`src/sv/pireg_pkg.sv`:
```
package pireg_pkg;

	localparam int unsigned CfgIdxW = 3;

	typedef enum logic [CfgIdxW-1:0] {
		CFG_INT_GAIN    = 3'd0,
		CFG_PROP_GAIN   = 3'd1,
		CFG_LOWER_LIMIT = 3'd2,
		CFG_UPPER_LIMIT = 3'd3,
		CFG_FREEZE      = 3'd4,
		CFG_INT_STEP    = 3'd5
	} cfg_idx_t;

	typedef enum logic [2:0] {
		ST_IDLE,
		ST_MUL_P,
		ST_MUL_I,
		ST_MUL_S,
		ST_UPDATE,
		ST_OUTPUT
	} state_t;

	typedef enum logic [1:0] {
		OPA_ERR,
		OPA_PROD
	} opa_sel_t;

	typedef enum logic [1:0] {
		OPB_ZERO,
		OPB_PROP,
		OPB_INT,
		OPB_STEP
	} opb_sel_t;

	typedef struct packed {
		opa_sel_t opa;
		opb_sel_t opb;
	} mul_ctrl_t;

endpackage

```
`src/sv/pi_regulator_antiwindup.sv`:
```
// sequence: an accepted beat is registered, then MUL_P, MUL_I, MUL_S, UPDATE and OUTPUT,
//   which waits for a free output; a new beat is taken only in IDLE, as the single shared
//   32x16 multiplier runs the P product and the two integral products one after another
// reset: arst_n clears the configuration registers, the integral and the last output to zero
module pi_regulator_antiwindup (
	input  logic               clk,
	input  logic               arst_n,
	input  logic               in_valid,
	output logic               in_ready,
	input  logic signed [15:0] setpoint,
	input  logic signed [15:0] measured,
	output logic               out_valid,
	input  logic               out_ready,
	output logic signed [31:0] drive_output,
	output logic signed [31:0] integral_value,
	input  logic               cfg_we,
	input  logic [2:0]         cfg_index,
	input  logic [31:0]        cfg_data
);

	pireg_pkg::state_t    state_q, state_d;
	pireg_pkg::mul_ctrl_t mul_ctrl;

	logic [15:0]        int_gain_q, prop_gain_q, step_q;
	logic signed [31:0] lower_q, upper_q;
	logic               freeze_q;

	logic signed [16:0] err_q;
	logic signed [31:0] prop_q, integ_q, last_q;
	logic signed [31:0] drive_q, integ_out_q;
	logic               out_valid_q;

	logic [31:0]        err32, mul_a, prod;
	logic [15:0]        mul_b;
	logic signed [31:0] cand, integ_next, sum, clamped;
	logic               in_lim, opposing, do_update, cand_pos, cand_neg, out_load;

	// configuration
	always_ff @(posedge clk or negedge arst_n) begin
		if (!arst_n) begin
			int_gain_q  <= '0;
			prop_gain_q <= '0;
			lower_q     <= '0;
			upper_q     <= '0;
			freeze_q    <= 1'b0;
			step_q      <= '0;
		end else if (cfg_we) begin
			case (cfg_index)
				pireg_pkg::CFG_INT_GAIN:    int_gain_q  <= cfg_data[15:0];
				pireg_pkg::CFG_PROP_GAIN:   prop_gain_q <= cfg_data[15:0];
				pireg_pkg::CFG_LOWER_LIMIT: lower_q     <= cfg_data;
				pireg_pkg::CFG_UPPER_LIMIT: upper_q     <= cfg_data;
				pireg_pkg::CFG_FREEZE:      freeze_q    <= cfg_data[0];
				pireg_pkg::CFG_INT_STEP:    step_q      <= cfg_data[15:0];
				default: ;
			endcase
		end
	end

	// sequencer
	always_ff @(posedge clk or negedge arst_n) begin
		if (!arst_n) begin
			state_q <= pireg_pkg::ST_IDLE;
		end else begin
			state_q <= state_d;
		end
	end

	always_comb begin
		state_d      = state_q;
		mul_ctrl.opa = pireg_pkg::OPA_ERR;
		mul_ctrl.opb = pireg_pkg::OPB_ZERO;
		in_ready     = 1'b0;
		out_load     = 1'b0;
		case (state_q)
			pireg_pkg::ST_IDLE: begin
				in_ready = 1'b1;
				if (in_valid) state_d = pireg_pkg::ST_MUL_P;
			end
			pireg_pkg::ST_MUL_P: begin
				mul_ctrl.opb = pireg_pkg::OPB_PROP;
				state_d      = pireg_pkg::ST_MUL_I;
			end
			pireg_pkg::ST_MUL_I: begin
				mul_ctrl.opb = pireg_pkg::OPB_INT;
				state_d      = pireg_pkg::ST_MUL_S;
			end
			pireg_pkg::ST_MUL_S: begin
				mul_ctrl.opa = pireg_pkg::OPA_PROD;
				mul_ctrl.opb = pireg_pkg::OPB_STEP;
				state_d      = pireg_pkg::ST_UPDATE;
			end
			pireg_pkg::ST_UPDATE: begin
				state_d = pireg_pkg::ST_OUTPUT;
			end
			pireg_pkg::ST_OUTPUT: begin
				if (!out_valid_q || out_ready) begin
					out_load = 1'b1;
					state_d  = pireg_pkg::ST_IDLE;
				end
			end
			default: state_d = pireg_pkg::ST_IDLE;
		endcase
	end

	// shared multiplier
	assign err32 = {{15{err_q[16]}}, err_q};

	always_comb begin
		case (mul_ctrl.opa)
			pireg_pkg::OPA_PROD: mul_a = prod;
			default:             mul_a = err32;
		endcase
		case (mul_ctrl.opb)
			pireg_pkg::OPB_PROP: mul_b = prop_gain_q;
			pireg_pkg::OPB_INT:  mul_b = int_gain_q;
			pireg_pkg::OPB_STEP: mul_b = step_q;
			default:             mul_b = '0;
		endcase
	end

	pireg_mul u_mul (
		.clk (clk),
		.a   (mul_a),
		.b   (mul_b),
		.p_q (prod)
	);

	// anti-windup integral update
	assign in_lim    = (last_q >= lower_q) && (last_q <= upper_q);
	assign opposing  = (!err_q[16] && (err_q != '0) && integ_q[31]) ||
		(err_q[16] && !integ_q[31] && (integ_q != '0));
	assign do_update = (!freeze_q && in_lim) || opposing;
	assign cand      = integ_q + $signed(prod);
	assign cand_pos  = !cand[31] && (cand != '0);
	assign cand_neg  = cand[31];

	always_comb begin
		integ_next = integ_q;
		if (do_update) begin
			if (cand_pos) begin
				if (cand <= upper_q) integ_next = cand;
				else if (upper_q == '0) integ_next = '0;
			end else if (cand_neg) begin
				if (cand >= lower_q) integ_next = cand;
				else if (lower_q == '0) integ_next = '0;
			end
		end
	end

	// output sum and clamp
	assign sum = integ_q + prop_q;

	always_comb begin
		if (sum > upper_q) clamped = upper_q;
		else if (sum < lower_q) clamped = lower_q;
		else clamped = sum;
	end

	always_ff @(posedge clk or negedge arst_n) begin
		if (!arst_n) begin
			integ_q <= '0;
			last_q  <= '0;
		end else begin
			if (state_q == pireg_pkg::ST_UPDATE) integ_q <= integ_next;
			if (out_load) last_q <= clamped;
		end
	end

	always_ff @(posedge clk) begin
		if (in_valid && in_ready) err_q <= 17'(setpoint) - 17'(measured);
		if (state_q == pireg_pkg::ST_MUL_I) prop_q <= $signed(prod);
		if (out_load) begin
			drive_q     <= clamped;
			integ_out_q <= integ_q;
		end
	end

	always_ff @(posedge clk or negedge arst_n) begin
		if (!arst_n) begin
			out_valid_q <= 1'b0;
		end else if (out_load) begin
			out_valid_q <= 1'b1;
		end else if (out_ready) begin
			out_valid_q <= 1'b0;
		end
	end

	assign out_valid      = out_valid_q;
	assign drive_output   = drive_q;
	assign integral_value = integ_out_q;

	// checks
	a_accept_starts: assert property (@(posedge clk) disable iff (!arst_n)
		in_valid && in_ready |=> state_q == pireg_pkg::ST_MUL_P)
		else $error("accepted beat did not start the sequence");

	a_integ_bounded: assert property (@(posedge clk) disable iff (!arst_n)
		state_q == pireg_pkg::ST_UPDATE && integ_next != integ_q |=>
		integ_q == '0 || (integ_q > 0 && integ_q <= upper_q) ||
		(integ_q < 0 && integ_q >= lower_q))
		else $error("integral left the limits");

	a_drive_clamped: assert property (@(posedge clk) disable iff (!arst_n)
		out_load && lower_q <= upper_q |=>
		drive_q >= lower_q && drive_q <= upper_q)
		else $error("output outside the limits");

	a_last_tracks: assert property (@(posedge clk) disable iff (!arst_n)
		out_load |=> last_q == drive_q && integ_out_q == integ_q)
		else $error("stored output differs from result");

endmodule

```
`src/sv/pireg_mul.sv`:
```
module pireg_mul (
	input  logic        clk,
	input  logic [31:0] a,
	input  logic [15:0] b,
	output logic [31:0] p_q
);

	logic [31:0] full;

	// product wraps at 32 bits
	assign full = a * {16'd0, b};

	always_ff @(posedge clk) begin
		p_q <= full;
	end

endmodule
```
`config.mk`:
```
export PLATFORM = sky130hd
export DESIGN_NAME = pi_regulator_antiwindup
export DESIGN_NICKNAME = d
export VERILOG_FILES = /design/src/sv/pireg_pkg.sv /design/src/sv/pi_regulator_antiwindup.sv /design/src/sv/pireg_mul.sv
export SDC_FILE = /design/constraint.sdc
export NUM_CORES = 2
export LEC_CHECK = 0
export ABC_CLOCK_PERIOD_IN_PS = 7500
export BUFFER_PORTS_ARGS = -buffer_cell sky130_fd_sc_hd__buf_2
export CAP_MARGIN = 30
export CORE_ASPECT_RATIO = 0.75
export CORE_MARGIN = 2
export CORE_UTILIZATION = 50
export DETAILED_ROUTE_END_ITERATION = 16
export GPL_TIMING_DRIVEN = 0
export PLACE_DENSITY = 0.69
export REMOVE_ABC_BUFFERS = 1
export SYNTH_ARGS = -nofsm -noshare
export SYNTH_HDL_FRONTEND = slang
export SYNTH_SLANG_ARGS = --single-unit
```
`constraint.sdc`:
```
create_clock -name clk -period 7.5 [get_ports clk]
set_input_delay 0.75 -clock clk [delete_from_list [all_inputs] [get_ports clk]]
set_output_delay 0.75 -clock clk [all_outputs]
set_load 0.01 [all_outputs]
```
-- Yosys cells after proc, flatten, opt, wreduce, memory -nomap -nowiden
Index checks and enable logic that the tools add are counted.
- $add $sub $neg: 3
- multiply operators: 1
- order comparisons: 6
- eq/ne operators: 17
- mux-type cells: 20
- reductions and logical operators: 34
- operator list (cell ; number):
    $mux W32 ; 9
    $add A32 B32 Y32 ; 2
    $ge A32 B32 Y1 ; 2
    $le A32 B32 Y1 ; 2
    $logic_not A32 Y1 ; 2
    $reduce_bool A32 Y1 ; 2
    $pmux W16 S3 ; 1
    $gt A32 B32 Y1 ; 1
    $lt A32 B32 Y1 ; 1
    $mul A32 B16 Y32 ; 1
    $pmux W3 S6 ; 1
    $reduce_bool A17 Y1 ; 1
    $sub A16 B16 Y17 ; 1
    $reduce_and A2 Y1 ; 7
    $eq A3 B2 Y1 const B ; 4
    $eq A3 B3 Y1 const B ; 4
    $logic_and A1 B1 Y1 ; 8
    $eq A3 B1 Y1 const B ; 2
    $logic_not A3 Y1 ; 2
    $mux W1 ; 6
    $mux W3 ; 2
    $pmux W2 S3 ; 1
    $logic_not A1 Y1 ; 5
    $reduce_and A5 Y1 ; 1
    7 further kinds ; 13
- bits in registers: 326
- input bits: 72

-- Longest topological paths before layout
- depth in word-level cells: 6
- mapped depth: 32

-- Cells and area by module
Synthesis repeated with hierarchy kept, for this count alone.
- cell total of the unflattened synthesis: 3516
- area total of the unflattened synthesis: 33223.1 µm²
- by module, submodules not included (module ; times used ; cells each ; area an instance (µm²)):
    pi_regulator_antiwindup ; 1 ; 2137 ; 21076.5
    pireg_mul ; 1 ; 1379 ; 12146.6

-- Worst setup path after synthesis
Ideal clock, no wire load.
- path kind: flip-flop to flip-flop
- start: register state_q[0]
- end: register u_mul.p_q[30]
- setup time: 0.072 ns
- arrival: 7.594 ns
- setup slack: -0.166 ns
- stages on the path, launching flop included: 33
- path buffers: 4
- path through: dfrtp_1 -> clkbuf_1 -> nand2_1 -> nor2_1 -> clkbuf_1 -> clkbuf_1 -> clkbuf_1 -> nand2_1 -> nand2_1 -> nand2_1 -> fa_1 -> inv_1 -> fa_1 -> inv_1 -> fa_1 -> inv_1 -> fa_1 -> fa_1 -> inv_1 -> fa_1 -> inv_1 -> ha_1 -> o21a_1 -> o21ai_0 -> nand2b_1 -> a21oi_1 -> a311o_1 -> a31oi_1 -> a41o_1 -> o41ai_1 -> o21bai_1 -> a21oi_1 -> xnor2_1
- word-level cells in the longest chain between the ends: 5
- elaborated cells on any way between the ends: 12
- classes of those cells: 1 x mul; 7 x eq/ne; 4 x mux
- ends and longest elaborated chain (item ; RTL line ; text):
    start, declared ; pi_regulator_antiwindup.sv:21 ; pireg_pkg::state_t state_q, state_d;
    start signal, assigned ; pi_regulator_antiwindup.sv:63 ; state_q <= pireg_pkg::ST_IDLE;
    start signal, assigned ; pi_regulator_antiwindup.sv:65 ; state_q <= state_d;
    $eq A3 B2 Y1 / $eq A3 B1 Y1 (equally long branches) ; pi_regulator_antiwindup.sv:75 ; case (state_q)
    $pmux W2 S3 / $mux W1 (equally long branches) ; pi_regulator_antiwindup.sv:75 ;
    $eq A2 B2 Y1 (tied with other cells) ; pi_regulator_antiwindup.sv:114 ; case (mul_ctrl.opb)
    $pmux W16 S3 / $mux W32 (equally long branches) ; pi_regulator_antiwindup.sv:114, pi_regulator_antiwindup.sv:110 ;
    $mul A32 B16 Y32 * ; pireg_mul.sv:11 ; assign full = a * {16'd0, b};
    net u_mul.full[30] ; pireg_mul.sv:8 ; logic [31:0] full;
    end signal, assigned ; pireg_mul.sv:14 ; p_q <= full;
    end, declared ; pireg_mul.sv:5 ; output logic [31:0] p_q
The timed path passes the listed nets; every way through them passes the cells marked *.
A chain may end at the register's enable or synchronous reset.

-- Worst setup path after layout
Same ends and word-level chain as after synthesis.

==> run summary <==
CTS sink count = 326
TNS Setup = 0 ns
met2 GRT Util = 41.3%
Post-synth top cells = inv_1, nand2_1, ha_1
vias in the first global route = 25878
total track usage = 30.0%
# fillers = 5767
Final Skew = 0.0506 ns
startpoint types = flop
die area = 0.0681 mm^2
Hold Crit Class = in2async
Worst EP required = 7.97 ns
CTS root buf = clkbuf_16
vias = 26929
Routed WL = 103 mm
slowest library cell on the worst path = fa_1
final setup violation count = 0
Rows = 81
H-tree levels = 2
Synth async-reset ratio = 55.5%
GR Layer Usage met1 = 45.1%
largest net degree at the start of global routing = 95
Post-synth top flop = dfrtp_1
Max Slew Vio Count = 0
Crit Path Class = reg2reg
Yosys top cell area share = 18.6%
Chip Height = 226 um
Mapped Cells = 3480
slew margin rel. = 33.5%
post-synthesis sequential area ratio = 26.0%
cell area after layout = 0.0373 mm^2
MaxCap Viol Count = 0
R2R setup slack = 0.12 ns
vias per cell = 5.90
hold bufs inserted after CTS = 0
Ys Warns = 0
Final ANT Viol Nets = 0
crit share post-route = 98.4%
area grow syn2layout = 13.2%
Setup crit end kind = flop
total global routing overflow = 0
most common cell in the synthesized netlist = inv_1
M3 GR Usage = 10.2%
crit path max fanout = 7
arrival time at the worst endpoint = 7.85 ns
dpl hpwl = 79.0 mm
mapped cell area = 0.0330 mm^2
Nets = 4375
Top Usage Layer GRT = met1
Max stage delay on crit path = 0.55 ns
worst reg2reg path depth = 26
routed len/inst = 22.5 um
layout cells sized above 1 = 15.3%
fmax = 136 MHz
core area = 0.0653 mm^2
drt initial violations = 2813
initial antenna violation count = 2
PortBufs = 137
Final Hold Fails = 0
area leader, netlist = fa_1
Clk pin slew, worst setup/hold paths = 0.07 ns
Netlist cell types = 96
RR Startpoint = state_q[0]
status = completed
Initial Util = 50.5%
CTS Buf Count = 36
Post-synth EDFFs = 113
gp weighted congestion = 0.974
final period demand of the worst path = 7.38 ns
Slew @ Worst Pin = 0.998 ns
DR pass1 iterations = 6
clk_lat worst skew = 0.60 ns
RSZ-0062 raised after global routing = true
I/O pin count = 138
CTS Buffer Depth = 3
RR Endpoint = u_mul.p_q[30]
CP dominant cell by count = fa_1
most area-consuming cells after synthesis = fa_1, dfrtp_1, ha_1
die width = 301 um
Avg Cell Area, Syn = 9.48 um^2
CTS tree = done
worst hold slack = 0.156 ns
Placed Instance Area = 0.0350 mm^2
first-pass GRT wire length = 155 mm
# DRC = 0
#FFs+latches synth = 326
## kinds of logic (layout without fill, tap and decap cells)
kind of cell             after synthesis  after routing  synth area share, %
other                                  0              1                    0
multiplexers                         202            202                 6.66
XOR/XNOR                             104            104                 2.76
AND/OR/NAND/NOR                     1002           1005                 13.8
AO/OA/AOI/OAI                        622            625                 12.7
buffers and inverters                583            787                 6.81
adder cells (fa/ha/maj)              641            641                 31.3
flip-flops                           326            326                 26.0
## layout make-up
| cell class | count | area [um^2] | area share (%) |
|---|---|---|---|
| Antenna cell | 1 | 2.50 | 0.00670 |
| Clock buffer | 45 | 966 | 2.59 |
| Clock inverter | 21 | 221 | 0.593 |
| Inverter | 478 | 1800 | 4.82 |
| Multi-Input combinational cell | 2577 | 22800 | 61.2 |
| Sequential cell | 326 | 8570 | 23.0 |
| Tap cell | 871 | 1090 | 2.92 |
| Timing Repair Buffer | 243 | 1850 | 4.95 |
## state kept, by name, indices dropped and copies added (netlist names), 17 cells and up
| register | count |
|---|---|
| upper_q | 32 |
| last_q | 32 |
| u_mul.p_q | 32 |
| prop_q | 32 |
| integral_value | 32 |
| integ_q | 32 |
| err_q | 17 |
| lower_q | 32 |
| drive_output | 32 |
## placed cells by master, fill, tap and decap left out, types with 12 or more instances in the layout
cell / count
a21oi_1: 142
buf_2: 136
nand2b_1: 18
o31ai_1: 17
and2_1: 29
xor2_1: 16
nor2b_1: 29
nand4_1: 45
o21ai_0: 115
inv_1: 475
nor4_1: 42
mux2i_1: 52
nor2_1: 227
and3_1: 22
dfxtp_1: 32
dfrtp_1: 178
xnor2_1: 88
edfxtp_1: 113
a211oi_1: 22
buf_8: 12
or3_1: 12
nand3_1: 37
nand2_1: 415
a21o_1: 104
ha_1: 331
buf_4: 63
o21bai_1: 15
fa_1: 307
mux2_2: 130
o21a_1: 23
a21oi_2: 15
nand2_2: 12
buf_6: 16
nor3_1: 58
a32o_1: 23
clkbuf_16: 38
## worst max-delay path by stage
stage               depth (start not counted)             to        from  slack (ns)
global placement                           23  u_mul.p_q[31]  state_q[0]       -4.13
finish                                     26  u_mul.p_q[30]  state_q[0]        0.12
floorplan                                  22  u_mul.p_q[30]  state_q[2]       -1.27
CTS                                        30  u_mul.p_q[30]  state_q[0]        0.02
global route                               29  u_mul.p_q[30]  state_q[0]        -0.1
detailed placement                         26  u_mul.p_q[31]  state_q[1]       -1.48
## metrics by stage
stage          util, %  setup WS, ns  instances
2_1_floorplan        -         -1.27       3375
3_3_place_gp      52.6         -4.13       4383
3_5_place_dp      53.6         -1.48       4423
4_1_cts           56.3        0.0206       4523
5_1_grt           57.2       -0.0990       4561
6_report          57.2         0.122       4562
## what timing repair did
item,CTS,global route
gates resized for setup,64,64
setup endpoints to repair,18,76
cloned,5,3
setup buffers,29,34
pin swaps,7,21
## critical path: cells and delay by family (launching register included)
kind	cells	cell delay, ns
AOI/OAI and AO/OA	10	2.80
xor gates and xnor gates	1	0.15
adders and majority gates	7	2.80
buffers and inverters	5	0.56
DFF	1	0.49
muxes	1	0.25
and+or+nand+nor	2	0.21
## layer usage
layer	vias up	wire length, um
met1	13275	47100
met5	-	189
li1	12233	-
met2	1279	40800
met4	2	2140
met3	140	12500
Power is left out: the tool's default activity adds up to more than one toggle a clock period on the data nets, which glitch-free logic cannot reach.
